File: src/design/ps2_mouse_packet_decoder_macros.svh
// Assertion macros shared by the PS/2 mouse packet decoder modules.
// Each user module must have ports named aclk and aresetn.
`ifndef PS2_MOUSE_PACKET_DECODER_MACROS_SVH
`define PS2_MOUSE_PACKET_DECODER_MACROS_SVH

// Checked at every rising edge outside reset.
`define PS2MPD_ASSERT(lbl, prop, msg) \
    lbl: assert property (@(posedge aclk) disable iff (!aresetn) (prop)) else $error(msg);

// Checked at every rising edge, reset included.
`define PS2MPD_ASSERT_ALWAYS(lbl, prop, msg) \
    lbl: assert property (@(posedge aclk) (prop)) else $error(msg);

`endif

File: src/design/ps2mpd_pkg.sv
// Package of the PS/2 mouse packet decoder: configuration and report types,
// register indexes and bit positions. Depends on nothing.
`default_nettype none

package ps2mpd_pkg;

    // Configuration register indexes.
    localparam logic [7:0] CFG_IDX_WHEEL = 8'd0;
    localparam logic [7:0] CFG_IDX_XBTN  = 8'd1;

    // Bit positions inside the mouse bytes.
    localparam int SYNC_BIT    = 3;
    localparam int SIGN_X_BIT  = 4;
    localparam int SIGN_Y_BIT  = 5;
    localparam int BTN4_BIT    = 4;
    localparam int BTN5_BIT    = 5;

    typedef struct packed {
        logic wheel_en;
        logic xbtn_en;
    } cfg_t;

    typedef struct packed {
        logic       btn_fifth;
        logic       btn_fourth;
        logic       btn_middle;
        logic       btn_right;
        logic       btn_left;
        logic [8:0] move_wheel;
        logic [8:0] move_y;
        logic [8:0] move_x;
    } report_t;

    // Four-bit wheel code: 0..8 stand for themselves, 9..15 for -7..-1.
    function automatic logic [8:0] wheel_nibble(input logic [3:0] n);
        logic [8:0] r;
        if (n <= 4'd8) begin
            r = {5'b00000, n};
        end else begin
            r = {5'b11111, n};
        end
        return r;
    endfunction

endpackage

`default_nettype wire

File: src/design/ps2_mouse_packet_decoder.sv
// PS/2 mouse packet decoder: one mouse byte per input beat in, one report beat per packet out.
// Path: the last byte of a packet passes the input register, then the result register, which drives m_tvalid.
// Throughput: one byte per cycle while the result register is not held full by a low m_tready.
// Reset: synchronous, active-low aresetn clears the byte position and both valid flags and
// returns the wheel_en and xbtn_en configuration bits to zero.
// Top level: config registers, input register, result register; uses ps2mpd_frame.
`default_nettype none
`include "ps2_mouse_packet_decoder_macros.svh"

module ps2_mouse_packet_decoder (
    input  wire logic        aclk,
    input  wire logic        aresetn,
    // Byte channel.
    input  wire logic        s_tvalid,
    output logic             s_tready,
    input  wire logic [7:0]  s_tdata,    // [7:0] rx_byte
    // Report channel.
    output logic             m_tvalid,
    input  wire logic        m_tready,
    output logic [31:0]      m_tdata,    // [8:0] move_x, [17:9] move_y, [26:18] move_wheel,
                                         // [27] btn_left, [28] btn_right, [29] btn_middle,
                                         // [30] btn_fourth, [31] btn_fifth
    // Configuration write channel.
    input  wire logic        cfg_valid,
    output logic             cfg_ready,
    input  wire logic [7:0]  cfg_index,
    input  wire logic        cfg_data
);

    ps2mpd_pkg::cfg_t    cfg_reg;
    ps2mpd_pkg::report_t rpt;
    ps2mpd_pkg::report_t out_reg;

    logic       in_vld_reg;
    logic [7:0] in_byte_reg;
    logic       out_vld_reg;
    logic       rpt_fire;
    logic       advance;

    // Configuration writes are always taken; unknown indexes are dropped.
    assign cfg_ready = 1'b1;

    always_ff @(posedge aclk) begin
        if (!aresetn) begin
            cfg_reg <= '0;
        end else if (cfg_valid) begin
            if (cfg_index == ps2mpd_pkg::CFG_IDX_WHEEL) cfg_reg.wheel_en <= cfg_data;
            if (cfg_index == ps2mpd_pkg::CFG_IDX_XBTN)  cfg_reg.xbtn_en  <= cfg_data;
        end
    end

    // The held byte moves on unless it finishes a packet while the result
    // register is full and not being drained this cycle.
    assign advance  = in_vld_reg && (!rpt_fire || !out_vld_reg || m_tready);
    assign s_tready = !in_vld_reg || advance;

    always_ff @(posedge aclk) begin
        if (!aresetn) begin
            in_vld_reg <= 1'b0;
        end else if (s_tvalid && s_tready) begin
            in_vld_reg <= 1'b1;
        end else if (advance) begin
            in_vld_reg <= 1'b0;
        end
    end

    always_ff @(posedge aclk) begin
        if (s_tvalid && s_tready) begin
            in_byte_reg <= s_tdata;
        end
    end

    ps2mpd_frame u_frame (
        .aclk     (aclk),
        .aresetn  (aresetn),
        .byte_vld (advance),
        .rx_byte  (in_byte_reg),
        .cfg      (cfg_reg),
        .rpt_fire (rpt_fire),
        .rpt      (rpt)
    );

    // Result register: loads a finished report, empties when the beat is taken.
    always_ff @(posedge aclk) begin
        if (!aresetn) begin
            out_vld_reg <= 1'b0;
        end else if (advance && rpt_fire) begin
            out_vld_reg <= 1'b1;
        end else if (m_tready) begin
            out_vld_reg <= 1'b0;
        end
    end

    always_ff @(posedge aclk) begin
        if (advance && rpt_fire) begin
            out_reg <= rpt;
        end
    end

    assign m_tvalid = out_vld_reg;
    assign m_tdata  = {out_reg.btn_fifth, out_reg.btn_fourth, out_reg.btn_middle,
                       out_reg.btn_right, out_reg.btn_left, out_reg.move_wheel,
                       out_reg.move_y, out_reg.move_x};

    `PS2MPD_ASSERT(a_stall_cause, (in_vld_reg && !advance) |-> (out_vld_reg && !m_tready),
        "input register stalled without a blocked result")
    `PS2MPD_ASSERT(a_ready_low, !s_tready |-> in_vld_reg,
        "input not ready while the input register is empty")
    `PS2MPD_ASSERT(a_load_free, (advance && rpt_fire) |-> (!out_vld_reg || m_tready),
        "result register overwritten before its beat was taken")

endmodule

`default_nettype wire

File: src/design/ps2mpd_frame.sv
// Packet framing of the PS/2 mouse decoder: byte position, stored packet
// bytes and report decode. Depends on ps2mpd_pkg and the assertion macros.
`default_nettype none
`include "ps2_mouse_packet_decoder_macros.svh"

module ps2mpd_frame (
    input  wire logic               aclk,
    input  wire logic               aresetn,
    input  wire logic               byte_vld,   // byte is consumed this cycle
    input  wire logic [7:0]         rx_byte,
    input  wire ps2mpd_pkg::cfg_t   cfg,
    output logic                    rpt_fire,   // this byte completes a packet
    output ps2mpd_pkg::report_t     rpt
);

    localparam logic [1:0] POS_B0 = 2'd0;
    localparam logic [1:0] POS_B1 = 2'd1;
    localparam logic [1:0] POS_B2 = 2'd2;
    localparam logic [1:0] POS_B3 = 2'd3;

    logic [1:0] pos_reg, pos_next;
    logic [7:0] b0_reg, b1_reg, b2_reg;
    logic [7:0] b2_val;

    always_comb begin
        pos_next = pos_reg;
        unique case (pos_reg)
            POS_B0: if (rx_byte[ps2mpd_pkg::SYNC_BIT]) pos_next = POS_B1;
            POS_B1: pos_next = POS_B2;
            POS_B2: pos_next = cfg.wheel_en ? POS_B3 : POS_B0;
            POS_B3: pos_next = POS_B0;
            default: pos_next = POS_B0;
        endcase
    end

    always_ff @(posedge aclk) begin
        if (!aresetn) begin
            pos_reg <= POS_B0;
        end else if (byte_vld) begin
            pos_reg <= pos_next;
        end
    end

    // Packet bytes need no reset: each is written before it is used.
    always_ff @(posedge aclk) begin
        if (byte_vld) begin
            if (pos_reg == POS_B0) b0_reg <= rx_byte;
            if (pos_reg == POS_B1) b1_reg <= rx_byte;
            if (pos_reg == POS_B2) b2_reg <= rx_byte;
        end
    end

    assign rpt_fire = (pos_reg == POS_B3) || ((pos_reg == POS_B2) && !cfg.wheel_en);
    assign b2_val   = (pos_reg == POS_B2) ? rx_byte : b2_reg;

    always_comb begin
        rpt.move_x     = {b0_reg[ps2mpd_pkg::SIGN_X_BIT], b1_reg};
        rpt.move_y     = {b0_reg[ps2mpd_pkg::SIGN_Y_BIT], b2_val};
        rpt.btn_left   = b0_reg[0];
        rpt.btn_right  = b0_reg[1];
        rpt.btn_middle = b0_reg[2];
        if (pos_reg == POS_B3) begin
            rpt.move_wheel = cfg.xbtn_en ? ps2mpd_pkg::wheel_nibble(rx_byte[3:0])
                                         : {1'b0, rx_byte};
            rpt.btn_fourth = rx_byte[ps2mpd_pkg::BTN4_BIT];
            rpt.btn_fifth  = rx_byte[ps2mpd_pkg::BTN5_BIT];
        end else begin
            rpt.move_wheel = 9'd0;
            rpt.btn_fourth = 1'b0;
            rpt.btn_fifth  = 1'b0;
        end
    end

    `PS2MPD_ASSERT(a_fire_pos, rpt_fire |-> (pos_reg == POS_B2 || pos_reg == POS_B3),
        "report fired outside the last byte of a packet")
    `PS2MPD_ASSERT(a_sync_kept, (pos_reg == POS_B1) |-> b0_reg[ps2mpd_pkg::SYNC_BIT],
        "packet started on a byte without the sync bit")

endmodule

`default_nettype wire

File: config.mk
export PLATFORM = sky130hd
export DESIGN_NAME = ps2_mouse_packet_decoder
export DESIGN_NICKNAME = d
export VERILOG_FILES = /design/src/design/ps2mpd_pkg.sv /design/src/design/ps2_mouse_packet_decoder.sv /design/src/design/ps2mpd_frame.sv
export VERILOG_INCLUDE_DIRS = /design/src /design/src/design
export SDC_FILE = /design/constraint.sdc
export NUM_CORES = 1
export LEC_CHECK = 0
export CORE_MARGIN = 2
export CORE_UTILIZATION = 43
export CTS_BUF_LIST = sky130_fd_sc_hd__clkbuf_16
export DETAILED_ROUTE_END_ITERATION = 8
export DONT_BUFFER_PORTS = 1
export GPL_ROUTABILITY_DRIVEN = 0
export PLACE_DENSITY = 0.55
export REMOVE_ABC_BUFFERS = 1
export SETUP_SLACK_MARGIN = 0.4
export SLEW_MARGIN = 20
export SYNTH_ARGS = -nofsm -noshare
export SYNTH_HDL_FRONTEND = slang
export SYNTH_SLANG_ARGS = --single-unit
File: constraint.sdc
create_clock -name aclk -period 5.53 [get_ports aclk]
set_clock_uncertainty 0.15 [all_clocks]
set_input_delay 1.106 -clock aclk [delete_from_list [all_inputs] [get_ports aclk]]
set_output_delay 1.106 -clock aclk [all_outputs]
set_load 0.02 [all_outputs]
### Word-level counts from Yosys, hierarchy flattened

Cells that the tools add are included.

| storage, ports and cells | value |
|---|---|
| flip-flop bits (word level) | 68 |
| input port bits | 22 |
| logic and storage cells | 56 |

| cells by class | value |
|---|---|
| magnitude comparators | 1 |
| equal/unequal tests | 5 |
| mux-type cells | 10 |
| reduce and logical (&&, ||, !) cells | 22 |

Operator list:

| operator | count |
|---|---|
| 8-bit 2-to-1 mux | 2 |
| 2-bit AND reduction | 6 |
| 9-bit 2-to-1 mux | 1 |
| 8-bit by 1-bit == test with 1-bit output, second input constant | 1 |
| 8-bit zero test | 1 |
| 2-bit one-hot mux with 4 select lines | 1 |
| 2-bit == test, second input constant | 2 |
| 4-bit less-or-equal comparator, second input constant | 1 |
| 1-bit logical AND | 4 |
| 1-bit zero test | 4 |
| 1-bit logical OR | 4 |
| 1-bit 2-to-1 mux | 4 |
| 2-bit 2-to-1 mux | 2 |
| 2-bit nonzero test | 2 |
| 2-bit by 1-bit == test with 1-bit output, second input constant | 1 |
| 2-bit zero test | 1 |
| 2-bit != test, second input constant | 1 |

### Longest topological paths before layout

| depth | value |
|---|---|
| depth after elaboration | 10 |
| depth in mapped cells | 3 |

### Modules after synthesis

A second synthesis with hierarchy kept.

| second synthesis, totals | value |
|---|---|
| cells, all modules | 130 |
| area, all modules | 2414.8 um^2 |

By module, submodules not included:

| module | times used | cells an instance | area an instance (um^2) |
|---|---|---|---|
| ps2_mouse_packet_decoder | 1 | 66 | 1410.1 |
| ps2mpd_frame | 1 | 64 | 1004.7 |

### Least setup slack after synthesis

No wires, ideal clock.

| path | value |
|---|---|
| path kind | in2reg |
| start | input port m_tready |
| end | register out_reg (netlist bit m_tdata[0]), enable pin |
| setup time | 0.421 ns |
| arrival | 2.531 ns |
| slack | 2.428 ns |
| cell stages on the path | 2 |
| buffers on the path | 0 |
| path through | nor2b_1 > nor2_1 |

| between the ends | value |
|---|---|
| word-level cells in the longest chain between the ends | 3 |

Ends and longest elaborated chain:

| what | line | text |
|---|---|---|
| start: declaration | ps2_mouse_packet_decoder.sv:19 | `input wire logic m_tready,` |
| 1-bit logical OR | ps2_mouse_packet_decoder.sv:54 | `assign advance = in_vld_reg && (!rpt_fire \|\| !out_vld_reg \|\| m_tready);` |
| 1-bit logical AND | ps2_mouse_packet_decoder.sv:54 |  |
| 1-bit logical AND | ps2_mouse_packet_decoder.sv:95 | `if (advance && rpt_fire) begin` |
| end signal: assignment | ps2_mouse_packet_decoder.sv:96 | `out_reg <= rpt;` |
| end: declaration | ps2_mouse_packet_decoder.sv:32 | `ps2mpd_pkg::report_t out_reg;` |

Every way passes these cells.
A chain may end at the register's enable or synchronous reset.

### Worst setup path in the final report

| path | value |
|---|---|
| start | input port m_tready |
| end | output port s_tready |

| between the ends | value |
|---|---|
| word-level cells in the longest chain between the ends | 3 |

Ends and longest elaborated chain:

| what | line | text |
|---|---|---|
| 1-bit logical OR | ps2_mouse_packet_decoder.sv:54 |  |
| 1-bit logical AND | ps2_mouse_packet_decoder.sv:54 |  |
| 1-bit logical OR | ps2_mouse_packet_decoder.sv:55 | `assign s_tready = !in_vld_reg \|\| advance;` |
| end: declaration | ps2_mouse_packet_decoder.sv:15 | `output logic s_tready,` |

Every way passes these cells.

==> results.md <==
* Outcome: finished clean
* Initial antenna violation count at 0
* Syn. warnings at 0
* Vias per inst at 5.18
* Top post-synthesis cells by area: edfxtp_1 77%, dfxtp_1 5.1%, mux2_2 4.3%, and3_1 1.8%, nand2b_1 1.8%
* Maximum VDD drop at a little under 0.0002 V
* Hold WS at around 0.27 ns
* Compound-Gate Fraction of Synth Area at under 10%
* CP Capture Type: primary output
* CTS tree: built
* Final Hold Violating Endpoints at 0
* Final net count at about 160
* DR vias at 1,104
* Cell Pwr Density at a little over 400 mW/mm^2
* Antenna diode count at 0
* Sink Count at 67
* Placed Instances at between 150 and 200
* Total power at roughly 1.1 mW
* Final core occ at 50.6%
* Floorplan row count at 27
* Clk Latency, worst-skew pair at roughly 0.32 ns
* Post-DP Area at approximately 0.0025 mm^2
* Clock Pin Slew Worst Setup and Hold Paths at ~0.050 ns
* Io pins at 57
* Max Freq at between 300 and 400 MHz
* GRT Residual Overflow at 0
* CP cell instances: nor2b_1, nand4_1
* Final setup margin at ~2.6 ns
* Adder-Cell Fraction of Synth Area at 0%
* Flops & latches, synth at between 60 and 70
* First-pass GRT wire length at slightly below 6000 um
* CORE AREA at roughly 0.0054 mm^2
* Cts hold-fix bufs at 0
* Die W at 78.3 um
* Unrepaired setup endpoints after global routing: false
* WP depth at 2
* Total Die Area at roughly 0.006 mm^2
* # setup viols final at 0
* Leak Pwr at roughly 0.95 nW
* Reg2reg path depth at 3
* Setup TNS at 0 ns
* Fin crit share at 52.8%
* Top cells by count, synth: 61 x edfxtp_1, 9 x mux2_2, 7 x and3_1, 7 x nand2b_1, 6 x dfxtp_1
* XOR/XNOR Fraction of Synth Area at 0%
* Initial core utilization at between 40% and 50%
* Post-synth EDFFs at 61
* Max incr delay on CP at approximately 0.33 ns
* Top delay family on crit path: simple AND/OR/NAND/NOR gates
* Synth top area share at between 70% and 80%
* Place WS at about 2.6 ns
* Layout cell share with drive strength beyond 1 at between 10% and 20%
* WP buf/inv at 0
* Vias in the first global route at ~1,100
* Setup crit start kind: primary input
* Share of synthesized registers carrying an async set or reset at 0%
* Cts repair resizes at 0
* CP max FO at 3
* Arr. time, crit path at 1.66 ns
* Simple-gate portion of the synthesized area at ~7%
* Initial DRT Pass Iterations at 4
* Drt drc at 0
* Area leader, netlist: edfxtp_1
* Mapped Cells at roughly 130
* Total CTS buffers at 9
* Mux contribution to synthesized area at between 5 and 6%
* Seq/Total Area, Yosys at between 80 and 90%
* HP Class: flip-flop to flip-flop
* Htree depth at 3
* Ys flop type: edfxtp_1
* Drt total wl at roughly 3800 um
* Area delta synth->final at 15.5%
* CTS max path bufs at 2
* Final instance area at ~0.0027 mm^2
* Setup Buffers After CTS at 0
* WHS Path Cells at 0
* Syn_area_per_cell at 18.5 um^2
* Slew Limit Fails at 0
* Non-Filler Instances at between 200 and 250
* Largest family of logic cells by synthesized area: simple AND/OR/NAND/NOR gates
* Max_cap viols at 0
* Worst Tran Pin Value at approximately 0.73 ns
* Min Tclk post-route at about 2.9 ns
* Root Buffer: clkbuf_16
* Number of flip-flops in the largest register at 32
* Cell at the slowest stage of the critical path: nand4_1
* Rel. slew slack at roughly half
* Drt first-iter violations at 85
* Die H at between 70 and 80 um
* Post-DP HPWL at between 2000 and 3000 um
* WP data required at approximately 4.3 ns
* Total global routing track utilization at 13.8%
* Distinct cells, synth at 28
* Area of the mapped netlist at 0.00237 mm^2
* Setup CP Type: primary input to primary output
* DR WL/cell at roughly 18 um
* Post-route ant nets at 0
* Most frequent cell after synthesis: edfxtp_1
* # port buffers at 0
* Largest net degree at the start of global routing at 33
## layout make-up
type | instances | area, um^2
fillers | 466 | 2670
flip-flops and latches | 67 | 1950
multi-input cells | 53 | 394
clock buffers | 9 | 225
well taps | 72 | 90.1
clock inverters | 7 | 53.8
inverters | 4 | 15.0
repair buffers | 1 | 7.51
## logic make-up (layout without fill, tap and decap cells)
logic type	Yosys count	count (layout)
compound gates	13	13
buf+inv	8	21
flops	67	67
mux	11	11
other cells	1	1
simple gates	28	28
## routing by layer
| layer | track usage (%) | share of wire [%] | vias up |
|---|---|---|---|
| li1 | - | - | 515 |
| met5 | 0 | 0 | - |
| met1 | 15.8 | 43 | 534 |
| met2 | 20.8 | 49 | 48 |
| met3 | 6.78 | 6.5 | 7 |
| met4 | 8.42 | 2.3 | 0 |
## cells in the final DEF, fill, tap and decap left out, types with 4 or more instances in the layout
| cell type | instances |
|---|---|
| a21oi_1 | 4 |
| and3_1 | 7 |
| clkbuf_16 | 9 |
| dfxtp_1 | 6 |
| edfxtp_1 | 61 |
| inv_1 | 7 |
| mux2_2 | 9 |
| nand2_1 | 4 |
| nand2b_1 | 7 |
## path summary, 6_finish.rpt
path / start / to / slack (ns)
worst min-delay path: u_frame.b1_reg[7] / m_tdata[7] / 0.27
worst min register to register: u_frame.b1_reg[7] / m_tdata[7] / 0.27
worst max-delay path: m_tready / s_tready / 2.61
worst max register to register: m_tvalid / in_byte_reg[1] / 3.60
## power by group
part	internal (mW)	switching, mW	leakage [nW]
sequential	0.562	0.00872	0.631
combinational	0.00579	0.00840	0.169
clock	0.339	0.182	0.148
(Power assumes the default switching activity.)
